===== src/sitra_pkg.sv =====
`default_nettype none
package sitra_pkg;

  localparam int unsigned DATA_W          = 32;
  localparam int unsigned RADIX_W         = 6;
  localparam int unsigned CHAR_W          = 7;
  localparam int unsigned DIGIT_MAX       = 32;
  localparam int unsigned DIV_STEPS       = 8;
  localparam int unsigned QUEUE_DEPTH_DEF = 2;

  localparam logic [RADIX_W-1:0] RADIX_MIN   = 6'd2;
  localparam logic [RADIX_W-1:0] RADIX_MAX   = 6'd36;
  localparam logic [RADIX_W-1:0] RADIX_RESET = 6'd10;

  localparam logic [CHAR_W-1:0] MINUS_CHAR = 7'h2D;
  localparam logic [CHAR_W-1:0] NUL_CHAR   = 7'h00;
  localparam logic [CHAR_W-1:0] ZERO_CHAR  = 7'h30;
  localparam logic [CHAR_W-1:0] ALPHA_CHAR = 7'h61;
  localparam logic [RADIX_W-1:0] DEC_DIGITS = 6'd10;

  typedef struct packed {
    logic                neg;
    logic                bad;
    logic [RADIX_W-1:0]  radix;
    logic [DATA_W-1:0]   mag;
  } job_t;

  typedef enum logic [1:0] {
    B_IDLE,
    B_DIV,
    B_EMIT
  } back_state_t;

  // Map a digit value (0 to 35) onto 0-9 then lowercase a-z
  function automatic logic [CHAR_W-1:0] digit_char(input logic [RADIX_W-1:0] d);
    logic [CHAR_W-1:0] ch;
    if (d < DEC_DIGITS) begin
      ch = ZERO_CHAR + CHAR_W'(d);
    end else begin
      ch = ALPHA_CHAR + CHAR_W'(d - DEC_DIGITS);
    end
    return ch;
  endfunction

endpackage
`default_nettype wire


===== src/sitra_front.sv =====
`default_nettype none
module sitra_front (
  input  wire logic                           clk,
  input  wire logic                           rst_n,
  input  wire logic                           in_push,
  input  wire logic signed [31:0]             in_number,
  output logic                                in_full,
  input  wire logic [sitra_pkg::RADIX_W-1:0]  radix,
  output logic                                job_push,
  output sitra_pkg::job_t                     job,
  input  wire logic                           job_full
);

  logic            fv_r, fv_nxt;
  sitra_pkg::job_t job_r, job_nxt;
  logic            accept;

  assign in_full  = fv_r && job_full;
  assign accept   = in_push && !in_full;
  assign job_push = fv_r;
  assign job      = job_r;

  // Classify: sign, magnitude in unsigned arithmetic, radix range check
  always_comb begin
    job_nxt.neg   = in_number[31];
    job_nxt.mag   = in_number[31] ? (32'd0 - 32'(in_number)) : 32'(in_number);
    job_nxt.radix = radix;
    job_nxt.bad   = (radix < sitra_pkg::RADIX_MIN) || (radix > sitra_pkg::RADIX_MAX);
    fv_nxt        = accept || (fv_r && job_full);
  end

  always_ff @(posedge clk) begin
    if (!rst_n) begin
      fv_r <= 1'b0;
    end else begin
      fv_r <= fv_nxt;
    end
  end

  always_ff @(posedge clk) begin
    if (accept) begin
      job_r <= job_nxt;
    end
  end

`ifndef SYNTHESIS
  a_hold_when_blocked: assert property (@(posedge clk) disable iff (!rst_n)
    fv_r && job_full |=> fv_r && $stable(job_r))
    else $error("front job lost while queue full");
  a_bad_range: assert property (@(posedge clk) disable iff (!rst_n)
    fv_r && !job_r.bad |-> job_r.radix >= sitra_pkg::RADIX_MIN &&
                           job_r.radix <= sitra_pkg::RADIX_MAX)
    else $error("out-of-range radix not flagged");
  a_mag_sign: assert property (@(posedge clk) disable iff (!rst_n)
    fv_r && !job_r.neg |-> !job_r.mag[31])
    else $error("positive value with top magnitude bit");
`endif

endmodule
`default_nettype wire


===== src/sitra_queue.sv =====
`default_nettype none
module sitra_queue #(
  parameter int unsigned DEPTH = sitra_pkg::QUEUE_DEPTH_DEF
) (
  input  wire logic            clk,
  input  wire logic            rst_n,
  input  wire logic            push,
  input  wire sitra_pkg::job_t din,
  output logic                 full,
  input  wire logic            pop,
  output sitra_pkg::job_t      dout,
  output logic                 empty
);

  localparam int unsigned PW = (DEPTH > 1) ? $clog2(DEPTH) : 1;
  localparam int unsigned CW = $clog2(DEPTH + 1);

  sitra_pkg::job_t mem_r [DEPTH];
  logic [PW-1:0]   wr_ptr_r, wr_ptr_nxt;
  logic [PW-1:0]   rd_ptr_r, rd_ptr_nxt;
  logic [CW-1:0]   cnt_r, cnt_nxt;
  logic            do_push, do_pop;

  assign full    = (cnt_r == CW'(DEPTH));
  assign empty   = (cnt_r == '0);
  assign do_push = push && !full;
  assign do_pop  = pop && !empty;
  assign dout    = mem_r[rd_ptr_r];

  always_comb begin
    wr_ptr_nxt = wr_ptr_r;
    rd_ptr_nxt = rd_ptr_r;
    cnt_nxt    = cnt_r;
    if (do_push) begin
      wr_ptr_nxt = (wr_ptr_r == PW'(DEPTH - 1)) ? '0 : wr_ptr_r + 1'b1;
    end
    if (do_pop) begin
      rd_ptr_nxt = (rd_ptr_r == PW'(DEPTH - 1)) ? '0 : rd_ptr_r + 1'b1;
    end
    if (do_push && !do_pop) begin
      cnt_nxt = cnt_r + 1'b1;
    end else if (do_pop && !do_push) begin
      cnt_nxt = cnt_r - 1'b1;
    end
  end

  always_ff @(posedge clk) begin
    if (!rst_n) begin
      wr_ptr_r <= '0;
      rd_ptr_r <= '0;
      cnt_r    <= '0;
    end else begin
      wr_ptr_r <= wr_ptr_nxt;
      rd_ptr_r <= rd_ptr_nxt;
      cnt_r    <= cnt_nxt;
    end
  end

  always_ff @(posedge clk) begin
    if (do_push) begin
      mem_r[wr_ptr_r] <= din;
    end
  end

`ifndef SYNTHESIS
  a_cnt_bound: assert property (@(posedge clk) disable iff (!rst_n)
    cnt_r <= CW'(DEPTH))
    else $error("queue count beyond depth");
  a_ptr_gap: assert property (@(posedge clk) disable iff (!rst_n)
    (cnt_r == '0 || cnt_r == CW'(DEPTH)) |-> wr_ptr_r == rd_ptr_r)
    else $error("queue pointers disagree with count");
  a_count_step: assert property (@(posedge clk) disable iff (!rst_n)
    do_push && !do_pop |=> cnt_r == $past(cnt_r) + 1'b1)
    else $error("queue count did not advance on transfer in");
`endif

endmodule
`default_nettype wire


===== src/sitra_back.sv =====
`default_nettype none
module sitra_back (
  input  wire logic                          clk,
  input  wire logic                          rst_n,
  input  wire logic                          job_empty,
  input  wire sitra_pkg::job_t               job,
  output logic                               job_pop,
  output logic                               out_empty,
  input  wire logic                          out_pop,
  output logic [sitra_pkg::CHAR_W-1:0]       out_ascii_char,
  output logic                               out_last_char,
  output logic                               out_bad_radix
);

  localparam int unsigned DW   = sitra_pkg::DATA_W;
  localparam int unsigned RW   = sitra_pkg::RADIX_W;
  localparam int unsigned SW   = $clog2(sitra_pkg::DIGIT_MAX);
  localparam int unsigned NW   = $clog2(sitra_pkg::DIGIT_MAX + 1);
  localparam int unsigned DCYC = sitra_pkg::DATA_W / sitra_pkg::DIV_STEPS;
  localparam int unsigned TW   = (DCYC > 1) ? $clog2(DCYC) : 1;

  sitra_pkg::back_state_t state_r, state_nxt;

  logic [DW-1:0] quo_r, quo_nxt;
  logic [RW-1:0] rem_r, rem_nxt;
  logic [RW-1:0] rad_r, rad_nxt;
  logic [TW-1:0] step_r, step_nxt;
  logic [NW-1:0] cnt_r, cnt_nxt;
  logic          sign_r, sign_nxt;
  logic          bad_r, bad_nxt;

  logic [RW-1:0] stk_r [sitra_pkg::DIGIT_MAX];
  logic          stk_we;

  logic                         out_valid_r, out_valid_nxt;
  logic [sitra_pkg::CHAR_W-1:0] out_char_r, out_char_nxt;
  logic                         out_last_r, out_last_nxt;
  logic                         out_bad_r, out_bad_nxt;
  logic                         emit_fire, ld;

  logic [DW-1:0] dq;
  logic [RW-1:0] dr;
  logic [RW:0]   dt;
  logic [NW-1:0] cnt_dec;

  // Shared divider: DIV_STEPS restoring steps per cycle on a narrow remainder
  always_comb begin
    dr = rem_r;
    dq = quo_r;
    dt = '0;
    for (int i = 0; i < sitra_pkg::DIV_STEPS; i++) begin
      dt = {dr, dq[DW-1]};
      dq = {dq[DW-2:0], 1'b0};
      if (dt >= {1'b0, rad_r}) begin
        dr    = RW'(dt - {1'b0, rad_r});
        dq[0] = 1'b1;
      end else begin
        dr = dt[RW-1:0];
      end
    end
  end

  assign cnt_dec   = cnt_r - 1'b1;
  assign ld        = !out_valid_r || out_pop;
  assign out_empty = !out_valid_r;
  assign out_ascii_char = out_char_r;
  assign out_last_char  = out_last_r;
  assign out_bad_radix  = out_bad_r;

  always_comb begin
    state_nxt    = state_r;
    quo_nxt      = quo_r;
    rem_nxt      = rem_r;
    rad_nxt      = rad_r;
    step_nxt     = step_r;
    cnt_nxt      = cnt_r;
    sign_nxt     = sign_r;
    bad_nxt      = bad_r;
    job_pop      = 1'b0;
    stk_we       = 1'b0;
    emit_fire    = 1'b0;
    out_char_nxt = out_char_r;
    out_last_nxt = out_last_r;
    out_bad_nxt  = out_bad_r;
    unique case (state_r)
      sitra_pkg::B_IDLE: begin
        if (!job_empty) begin
          job_pop  = 1'b1;
          quo_nxt  = job.mag;
          rem_nxt  = '0;
          rad_nxt  = job.radix;
          step_nxt = '0;
          cnt_nxt  = '0;
          sign_nxt = job.neg && !job.bad;
          bad_nxt  = job.bad;
          state_nxt = job.bad ? sitra_pkg::B_EMIT : sitra_pkg::B_DIV;
        end
      end
      sitra_pkg::B_DIV: begin
        quo_nxt  = dq;
        rem_nxt  = dr;
        step_nxt = step_r + 1'b1;
        if (step_r == TW'(DCYC - 1)) begin
          stk_we   = 1'b1;
          cnt_nxt  = cnt_r + 1'b1;
          rem_nxt  = '0;
          step_nxt = '0;
          if (dq == '0 || cnt_r == NW'(sitra_pkg::DIGIT_MAX - 1)) begin
            state_nxt = sitra_pkg::B_EMIT;
          end
        end
      end
      sitra_pkg::B_EMIT: begin
        if (ld) begin
          emit_fire = 1'b1;
          if (bad_r) begin
            out_char_nxt = sitra_pkg::NUL_CHAR;
            out_last_nxt = 1'b1;
            out_bad_nxt  = 1'b1;
            state_nxt    = sitra_pkg::B_IDLE;
          end else if (sign_r) begin
            out_char_nxt = sitra_pkg::MINUS_CHAR;
            out_last_nxt = 1'b0;
            out_bad_nxt  = 1'b0;
            sign_nxt     = 1'b0;
          end else begin
            out_char_nxt = sitra_pkg::digit_char(stk_r[cnt_dec[SW-1:0]]);
            out_last_nxt = (cnt_r == NW'(1));
            out_bad_nxt  = 1'b0;
            cnt_nxt      = cnt_dec;
            if (cnt_r == NW'(1)) begin
              state_nxt = sitra_pkg::B_IDLE;
            end
          end
        end
      end
      default: begin
        state_nxt = sitra_pkg::B_IDLE;
      end
    endcase
    out_valid_nxt = (out_valid_r && !out_pop) || emit_fire;
  end

  always_ff @(posedge clk) begin
    if (!rst_n) begin
      state_r     <= sitra_pkg::B_IDLE;
      step_r      <= '0;
      cnt_r       <= '0;
      sign_r      <= 1'b0;
      bad_r       <= 1'b0;
      out_valid_r <= 1'b0;
    end else begin
      state_r     <= state_nxt;
      step_r      <= step_nxt;
      cnt_r       <= cnt_nxt;
      sign_r      <= sign_nxt;
      bad_r       <= bad_nxt;
      out_valid_r <= out_valid_nxt;
    end
  end

  always_ff @(posedge clk) begin
    quo_r      <= quo_nxt;
    rem_r      <= rem_nxt;
    rad_r      <= rad_nxt;
    out_char_r <= out_char_nxt;
    out_last_r <= out_last_nxt;
    out_bad_r  <= out_bad_nxt;
    if (stk_we) begin
      stk_r[cnt_r[SW-1:0]] <= dr;
    end
  end

`ifndef SYNTHESIS
  a_cnt_bound: assert property (@(posedge clk) disable iff (!rst_n)
    cnt_r <= NW'(sitra_pkg::DIGIT_MAX))
    else $error("digit stack overrun");
  a_rem_below_radix: assert property (@(posedge clk) disable iff (!rst_n)
    state_r == sitra_pkg::B_DIV |-> rem_r < rad_r)
    else $error("partial remainder not below radix");
  a_digits_to_emit: assert property (@(posedge clk) disable iff (!rst_n)
    state_r == sitra_pkg::B_EMIT && !bad_r && !sign_r |-> cnt_r != '0)
    else $error("emission with empty digit stack");
  a_bad_is_last: assert property (@(posedge clk) disable iff (!rst_n)
    out_valid_r && out_bad_r |-> out_last_r && out_char_r == sitra_pkg::NUL_CHAR)
    else $error("error result not a lone NUL");
`endif

endmodule
`default_nettype wire


===== src/signed_int_to_radix_ascii.sv =====
// The shared divider forms 8 quotient bits a cycle; a number enters it only after every
// character of the number before has been loaded into the output register.
// Characters leave at one per cycle once a number's digits are all formed, as long as the
// receiver keeps popping.
// Reset (synchronous, rst_n low): radix returns to 10, all queues and results empty.
`default_nettype none
module signed_int_to_radix_ascii #(
  parameter int unsigned QUEUE_DEPTH = sitra_pkg::QUEUE_DEPTH_DEF
) (
  input  wire logic                          clk,
  input  wire logic                          rst_n,
  input  wire logic                          in_push,
  input  wire logic signed [31:0]            in_number,
  output logic                               in_full,
  input  wire logic                          cfg_we,
  input  wire logic [sitra_pkg::RADIX_W-1:0] cfg_radix,
  output logic                               out_empty,
  input  wire logic                          out_pop,
  output logic [sitra_pkg::CHAR_W-1:0]       out_ascii_char,
  output logic                               out_last_char,
  output logic                               out_bad_radix
);

  // Radix register; the user must write it only while the block is idle, the block itself does not enforce it
  logic [sitra_pkg::RADIX_W-1:0] radix_r, radix_nxt;

  sitra_pkg::job_t f_job, q_job;
  logic            f_push, q_full, q_empty, q_pop;

  assign radix_nxt = cfg_we ? cfg_radix : radix_r;

  always_ff @(posedge clk) begin
    if (!rst_n) begin
      radix_r <= sitra_pkg::RADIX_RESET;
    end else begin
      radix_r <= radix_nxt;
    end
  end

  // Front: take the transfer, split sign from magnitude, flag a bad radix
  sitra_front u_front (
    .clk       (clk),
    .rst_n     (rst_n),
    .in_push   (in_push),
    .in_number (in_number),
    .in_full   (in_full),
    .radix     (radix_r),
    .job_push  (f_push),
    .job       (f_job),
    .job_full  (q_full)
  );

  // Short job queue: decouple classification from the slow digit loop
  sitra_queue #(
    .DEPTH (QUEUE_DEPTH)
  ) u_queue (
    .clk   (clk),
    .rst_n (rst_n),
    .push  (f_push),
    .din   (f_job),
    .full  (q_full),
    .pop   (q_pop),
    .dout  (q_job),
    .empty (q_empty)
  );

  // Back: divide out digits least significant first onto a stack, then drain sign and
  // digits most significant first, or a lone NUL for a bad radix, through the output register
  sitra_back u_back (
    .clk            (clk),
    .rst_n          (rst_n),
    .job_empty      (q_empty),
    .job            (q_job),
    .job_pop        (q_pop),
    .out_empty      (out_empty),
    .out_pop        (out_pop),
    .out_ascii_char (out_ascii_char),
    .out_last_char  (out_last_char),
    .out_bad_radix  (out_bad_radix)
  );

`ifndef SYNTHESIS
  a_radix_hold: assert property (@(posedge clk) disable iff (!rst_n)
    !cfg_we |=> $stable(radix_r))
    else $error("radix changed without a write");
  a_radix_write: assert property (@(posedge clk) disable iff (!rst_n)
    cfg_we |=> radix_r == $past(cfg_radix))
    else $error("radix write not taken");
  a_reset_radix: assert property (@(posedge clk)
    !rst_n |=> radix_r == sitra_pkg::RADIX_RESET)
    else $error("radix not restored by reset");
`endif

endmodule
`default_nettype wire


===== config.mk =====
export PLATFORM = sky130hd
export DESIGN_NAME = signed_int_to_radix_ascii
export DESIGN_NICKNAME = d
export VERILOG_FILES = /design/src/sitra_pkg.sv /design/src/sitra_front.sv /design/src/sitra_queue.sv /design/src/sitra_back.sv /design/src/signed_int_to_radix_ascii.sv
export SDC_FILE = /design/constraint.sdc
export NUM_CORES = 1
export LEC_CHECK = 0
export BUFFER_PORTS_ARGS = -buffer_cell sky130_fd_sc_hd__clkbuf_2
export CAP_MARGIN = 5
export CORE_UTILIZATION = 30
export CTS_CLUSTER_SIZE = 10
export DETAILED_ROUTE_END_ITERATION = 7
export GPL_TIMING_DRIVEN = 0
export HOLD_SLACK_MARGIN = 0.02
export PLACE_DENSITY = 0.5
export SKIP_CTS_REPAIR_TIMING = 1
export SYNTH_ARGS = -nofsm -noshare
export SYNTH_HDL_FRONTEND = slang
export SYNTH_SLANG_ARGS = --single-unit

===== constraint.sdc =====
create_clock -name clk -period 27.7 [get_ports clk]
set_input_delay 1.385 -clock clk [delete_from_list [all_inputs] [get_ports clk]]
set_output_delay 1.385 -clock clk [all_outputs]
set_load 0.005 [all_outputs]

==> impl_metrics.yaml, run 1 <==
timing:
  relSlewSlack_pct: 18.5
  fin_tns_setup_ps: 0
  hold_violations: 0
  skew_ps: 36.1
  fmax_mhz: 48.4
  grt_setup_unrepaired: "false"
  fin_crit_sh_pct: 74.5
  worst_pin_slew_ps: 1220
  hold_ws_ps: 440
  report.final.slew_viol_count: 0
  finalSetupViolations: 0
  period_needed_ps: 20650
finish:
  final_common_cell: "edfxtp_1"
  diodes: 0
  fillers: 5828
  drive_above_1_share_pct: 14.5
  multi_input_area_mm2: 0.00666
  ff_latch_area_mm2: 0.0115
  areaGrowthSynthToFinish_pct: 14.7
  final_nets: 1524
  fin_area_mm2: 0.0212
  layout_common_cells: "edfxtp_1, nand2_1, nor2_1"
min_path:
  hold_path.class: "reg -> reg"
  hold_start: "u_front.job[28]"
routing:
  vias: 10800
  drtIter0Drc: 790
  antenna_left: 0
  wl_per_cell_um: 19.1
  first_pass_iters: 7
  drcViolationCount: 0
  wl_mm: 42.4
  avgViaCountPerCell: 4.88
floorplan:
  start_util_pct: 30.5
  rows: 90
  core_mm2: 0.0607
  io_pins: 54
  die_w_um: 250
  die_y_um: 250
  die-area_mm2: 0.0627
synth:
  synthTopCellsByArea: "edfxtp_1, mux4_2, ha_1"
  yosys.area.top_type_share_pct: 59.2
  yosysWarningCount: 0
  synth_top_cell_by_area: "edfxtp_1"
  synth_seq_cells: 390
  yosysUniqueCellTypes: 71
  syn_area_per_cell_um2: 14.2
  synth-seq-area-share_pct: 62.0
  netlist_area_mm2: 0.0185
  synthFlopType: "edfxtp_1"
  synth-edff-count: 365
  synthCells: 1302
  synthArstFlopShare_pct: 0
  synthesis.nets: 1418
outcome:
  outcome: "finished clean"
grt:
  antenna_found_initial: 0
  grt_pass1_vias: 11000
  grt.total_usage_pct: 13.6
  grt-ovfl-total: 0
  grt_max_degree: 39
  grt_pass1_wl_mm: 65.1
job:
  drv_cap: 0
clock_tree:
  clkLatencyLatePin_ps: 580
  htree_levels: 2
  cts_sinks: 390
  path_clk_slew_ps: 50
  cts_tree: "done"
  cts_buffers: 47
  cts.path.max_buffers: 3
  cts-root-buf: "clkbuf_16"
setup_path:
  critPathKind: "reg -> reg"
  slowest_delay_ps: 800
  critPathLaunchType: "flip-flop"
  startpoint: "u_back.rad_r[1]"
  setup.worst_path.end_class: "flip-flop"
  arrival_ps: 20730
  cp_max_fo: 32
  r2r-start: "u_back.rad_r[1]"
  required_ps: 27780
  crit_path_top_delay_cell: "a2111oi_4"
placed_design:
  hpwl_mm: 30.0
  dpl_cell_area_mm2: 0.0198
  port_buffers: 52
  gp_congestion: 0.814
==> critical path: cells and delay by family (launching register included) <==
family / cells / cell delay (ps)
fa+ha+maj: 8 / 2380
compound gates: 39 / 10350
simple gates: 16 / 3380
buf+inv: 9 / 1890
flops: 1 / 770
mux: 3 / 1320
==> cell type report <==
class / count / area share, %
Tap cell: 782 / 4.61
Buffer: 46 / 0.855
Timing Repair Buffer: 57 / 1.71
Clock inverter: 7 / 0.318
Multi-Input combinational cell: 805 / 31.4
Sequential cell: 390 / 54.0
Clock buffer: 74 / 6.02
Inverter: 61 / 1.08
==> cells in the mapped netlist, drive strengths merged, types with 10 or more instances <==
cell type    n
mux2i       53
dfxtp       25
nor2        82
buf         13
o21ai       78
a21boi      11
o31ai       10
nor3        19
mux4        60
nor4        13
edfxtp     365
xor2        12
clkbuf      33
nand2b      11
ha          65
mux2        23
xnor2       55
nand3       18
a21o        14
nand2       95
nor2b       25
a211oi      11
or3         10
inv         61
a21oi       36
==> through the flow <==
stage	util, %	std cells	setup WS, ps
floorplan	-	1302	10910
global placement	32.5	2136	6080
detailed placement	32.7	2140	7100
CTS	34.9	2221	7010
global route	35.0	2222	5270
finish	35.0	2222	7050
==> registers in the layout (all words and copies together), names as in the netlist, 2 cells and up, named ones only <==
name	count
u_back.stk_r	192
u_queue.mem_r	80
u_front.job	40
u_back.quo_r	32
u_back.out_ascii_char	7
radix_r	6
u_back.cnt_r	6
u_back.rad_r	6
u_back.rem_r	6
u_back.state_r	2
u_back.step_r	2
u_queue.cnt_r	2
==> logic make-up after synthesis <==
logic type,synth area share (%)
flip-flops,62.0
AND/OR/NAND/NOR,8.13
AO/OA/AOI/OAI,7.62
multiplexers,11.7
buffers and inverters,2.22
adder cells (fa/ha/maj),5.26
XOR/XNOR,3.17
==> per-layer routing <==
metal / share of wire (%) / routed length [um] / GRT usage, %
met1: 49 / 20700 / 19.4
met2: 46 / 19400 / 21.7
met3: 3.7 / 1560 / 1.91
met4: 1.6 / 663 / 3.59
met5: 0 / 0 / 0
==> worst paths after layout <==
path,slack (ps),cells after the start,to
worst max-delay path,7050,75,u_back.stk_r[1][2]
worst min-delay path,440,0,u_queue.mem_r[0][28]
worst max register to register,7050,75,u_back.stk_r[1][2]
worst min register to register,440,0,u_queue.mem_r[0][28]
Power of run 1 is left out: the tool's default activity adds up to more than one toggle a clock period on the data nets, which glitch-free logic cannot reach.
==> run 2: changes to the inputs <==
Settings changed: PLACE_DENSITY 0.5 to 0.52.
Clock period 27.7 ns to 17.6 ns, I/O delays scaled along.
==> run 2 against run 1 <==
  * Final cell count increased by 1.5%
  * Hold slack improved by 0.74 ps
  * Count of clock-buffer cells in the layout decreased by 10
  * Clock skew is 16 ps lower
  * Flip-flop and latch count did not move
  * Register-to-register slack got worse by 6100 ps
  * Die area stayed put
  * Final area is 3.1% higher
  * Utilization up 1.1 points
  * Global-route usage grew 0.062 points
  * Critical endpoint is now u_back.stk_r[14][0]
==> impl_metrics.yaml, run 2 (synthesis results as in run 1) <==
timing:
  relSlewSlack_pct: 10.6
  skew_ps: 20.3
  fin_ws_ps: 959
  report.final.slew_viol_count: 0
  finalSetupViolations: 0
  worst_pin_slew_ps: 1330
  hold_violations: 0
  fin_crit_sh_pct: 94.6
  period_needed_ps: 16640
  fmax_mhz: 60.1
setup_path:
  cp_max_fo: 17
  critPathKind: "reg -> reg"
  required_ps: 17920
  critPathLaunchType: "flip-flop"
  arrival_ps: 16960
  crit_path_top_delay_cell: "or3_1"
  setup.worst_path.end_class: "flip-flop"
  slowest_delay_ps: 520
  cpMostUsedCell: "ha_1"
placed_design:
  gp_congestion: 0.821
  hpwl_mm: 30.1
  port_buffers: 52
  place_ws_ps: -2930
  dpl_cell_area_mm2: 0.0198
routing:
  avgViaCountPerCell: 4.98
  drcViolationCount: 0
  wl_per_cell_um: 19.9
  antenna_left: 0
  drtIter0Drc: 667
  first_pass_iters: 5
  vias: 11200
  wl_mm: 44.9
finish:
  final_nets: 1565
  fillers: 5807
  largest_register_ffs: 192
  final_common_cell: "edfxtp_1"
  diodes: 0
  fin_area_mm2: 0.0219
  final_util_pct: 36.1
  drive_above_1_share_pct: 19.8
  layout_common_cells: "edfxtp_1, nand2_1, nor2_1"
  areaGrowthSynthToFinish_pct: 18.3
clock_tree:
  cts_tree: "done"
  cts_sinks: 390
  cts-root-buf: "clkbuf_16"
  path_clk_slew_ps: 50
  clkLatencyLatePin_ps: 570
  cts_buffers: 46
  cts.path.max_buffers: 3
  htree_levels: 2
floorplan:
  die-area_mm2: 0.0627
  start_util_pct: 30.5
  rows: 90
  die_y_um: 250
  io_pins: 54
  core_mm2: 0.0607
  die_w_um: 250
grt:
  grt_max_degree: 39
  grt_pass1_wl_mm: 65.9
  antenna_found_initial: 2
  grt.total_usage_pct: 13.7
  grt-ovfl-total: 0
  grt_pass1_vias: 11200
min_path:
  hold_path.class: "reg -> reg"
job:
  drv_cap: 0
outcome:
  outcome: "finished clean"
## run 2: area by class of cell
class	count	area, um^2	share of cell area, %
buffer	43	169	0.772
clock buffer	64	1220	5.57
clock inverter	8	106	0.486
inverter	61	248	1.13
multi-input combinational	812	7020	32.1
sequential	390	11500	52.4
tap	782	978	4.47
timing repair buffer	95	686	3.13
## run 2: layer usage
layer | wire, um | global-route usage (%)
met1 | 21100 | 19.4
met2 | 20700 | 21.3
met3 | 2280 | 2.51
met4 | 779 | 3.79
met5 | 0 | 0
## run 2: final timing paths
kind                   start                    to  slack [ps]  depth (start not counted)
max          u_back.rad_r[2]   u_back.stk_r[14][0]         960                         76
min          u_front.job[27]  u_queue.mem_r[1][27]         440                          0
max reg2reg  u_back.rad_r[2]   u_back.stk_r[14][0]         960                         76
min reg2reg  u_front.job[27]  u_queue.mem_r[1][27]         440                          0
## run 2: stage by stage
step                setup TNS (ps)  hold slack (ps)  instances
floorplan                        0              406       1302
global placement           -566920              425       2136
detailed placement         -556660              433       2140
CTS                        -568010              445       2212
global route                 -9090              459       2255
finish                           0              441       2255
## run 2: worst max-delay path: cells and delay by family, from the launching register on
family	cells	cell delay, ps
AOI/OAI and AO/OA	37	7630
and+or+nand+nor	15	3400
adders and majority gates	8	2290
buffers and inverters	13	1520
muxes	3	1170
DFF	1	380
Power of run 2 is left out for the same reason.
==> run 3: changes to the inputs <==
Settings changed: GPL_ROUTABILITY_DRIVEN set to 0, PLACE_DENSITY 0.52 to 0.5, SETUP_SLACK_MARGIN set to 0.3.
==> run 3 against run 2 <==
  * Global-route usage shrank 0.062 points
  * Highest routed layer unchanged
  * Critical path type unchanged
  * Clock skew up 15 ps
  * Routed wire length grew 0.15%
  * Die area did not move
  * Fmax increased by 0.84%
==> impl_metrics.yaml, run 3 (synthesis results as in run 1) <==
routing:
  wl_per_cell_um: 19.8
  antenna_left: 0
  first_pass_iters: 7
  drtIter0Drc: 814
  wl_mm: 45.0
  avgViaCountPerCell: 4.93
  vias: 11200
  drcViolationCount: 0
setup_path:
  r2r_end: "u_back.stk_r[1][2]"
  crit_path_top_delay_cell: "edfxtp_1"
  cpMostUsedCell: "ha_1"
  worstRegToRegCells: 77
  required_ps: 17950
  cp_top_family: "compound AO/OA/AOI/OAI gates"
  r2r-start: "u_back.rad_r[1]"
  cp_max_fo: 16
  arrival_ps: 16850
  slowest_delay_ps: 490
  reg2reg_slack_ps: 1100
  critPathKind: "reg -> reg"
  setup.worst_path.end_class: "flip-flop"
  critPathLaunchType: "flip-flop"
  crit_buf_inv: 11
timing:
  fin_crit_sh_pct: 93.8
  period_needed_ps: 16500
  relSlewSlack_pct: 15.8
  report.final.slew_viol_count: 0
  fin_tns_setup_ps: 0
  skew_ps: 35.6
  hold_violations: 0
  hold_ws_ps: 440
  grt_setup_unrepaired: "false"
  worst_pin_slew_ps: 1250
  fmax_mhz: 60.6
  finalSetupViolations: 0
floorplan:
  die_w_um: 250
  io_pins: 54
  die-area_mm2: 0.0627
  die_y_um: 250
  rows: 90
  core_mm2: 0.0607
  start_util_pct: 30.5
job:
  drv_cap: 0
clock_tree:
  clkLatencyLatePin_ps: 580
  cts_tree: "done"
  cts_sinks: 390
  cts_buffers: 47
  cts.path.max_buffers: 3
  cts-root-buf: "clkbuf_16"
  path_clk_slew_ps: 50
  htree_levels: 2
placed_design:
  port_buffers: 52
  placed_cells: 2140
  hpwl_mm: 30.0
grt:
  grt_pass1_vias: 11000
  grt_max_degree: 39
  grt.total_usage_pct: 13.6
  grt-ovfl-total: 0
  grt_pass1_wl_mm: 65.1
  antenna_found_initial: 0
finish:
  largest_register_ffs: 192
  final_nets: 1575
  drive_above_1_share_pct: 20.8
  diodes: 0
  areaGrowthSynthToFinish_pct: 19.0
  final_common_cell: "edfxtp_1"
  layout_common_cells: "edfxtp_1, nand2_1, nor2_1"
  fin_cells: 2273
min_path:
  hold_start: "u_front.job[28]"
  hold_path.class: "reg -> reg"
  hold_depth: 0
  holdPathEnd: "u_queue.mem_r[0][28]"
outcome:
  outcome: "finished clean"
## run 3: worst max-delay path by stage
| stage | startpoint | to | cells after the start |
|---|---|---|---|
| 6_report | u_back.rad_r[1] | u_back.stk_r[1][2] | 77 |
| 2_1_floorplan | u_back.rad_r[1] | u_back.stk_r[0][0] | 75 |
| 4_1_cts | u_back.rad_r[1] | u_back.stk_r[18][1] | 75 |
| 3_3_place_gp | u_back.rad_r[1] | u_back.stk_r[24][0] | 75 |
| 3_5_place_dp | u_back.rad_r[1] | u_back.stk_r[12][1] | 75 |
| 5_1_grt | u_back.rad_r[1] | u_back.stk_r[24][4] | 77 |
## run 3: final cells by class
cell class / instances / area, um^2
Clock inverter: 7 / 67.6
Timing Repair Buffer: 102 / 751
Inverter: 61 / 248
Tap cell: 782 / 978
Buffer: 46 / 186
Clock buffer: 74 / 1280
Multi-Input combinational cell: 811 / 7040
Fill cell: 5778 / 38700
Sequential cell: 390 / 11500
## run 3: metrics by stage
stage,utilization (%),worst slack (ps),instance area [um^2]
5_1_grt,36.3,158,22000
2_1_floorplan,-,808,18500
4_1_cts,34.9,-3090,21200
3_5_place_dp,32.7,-3000,19800
6_report,36.3,1100,22000
3_3_place_gp,32.5,-4020,19700
## run 3: routing by layer
metal | track usage (%) | wire length, um | vias up
li1 | - | - | 5318
met2 | 21.7 | 21000 | 222
met4 | 3.59 | 1010 | 0
met3 | 1.91 | 1640 | 64
met5 | 0 | 0 | -
met1 | 19.4 | 21300 | 5598
Power of run 3 is left out for the same reason.
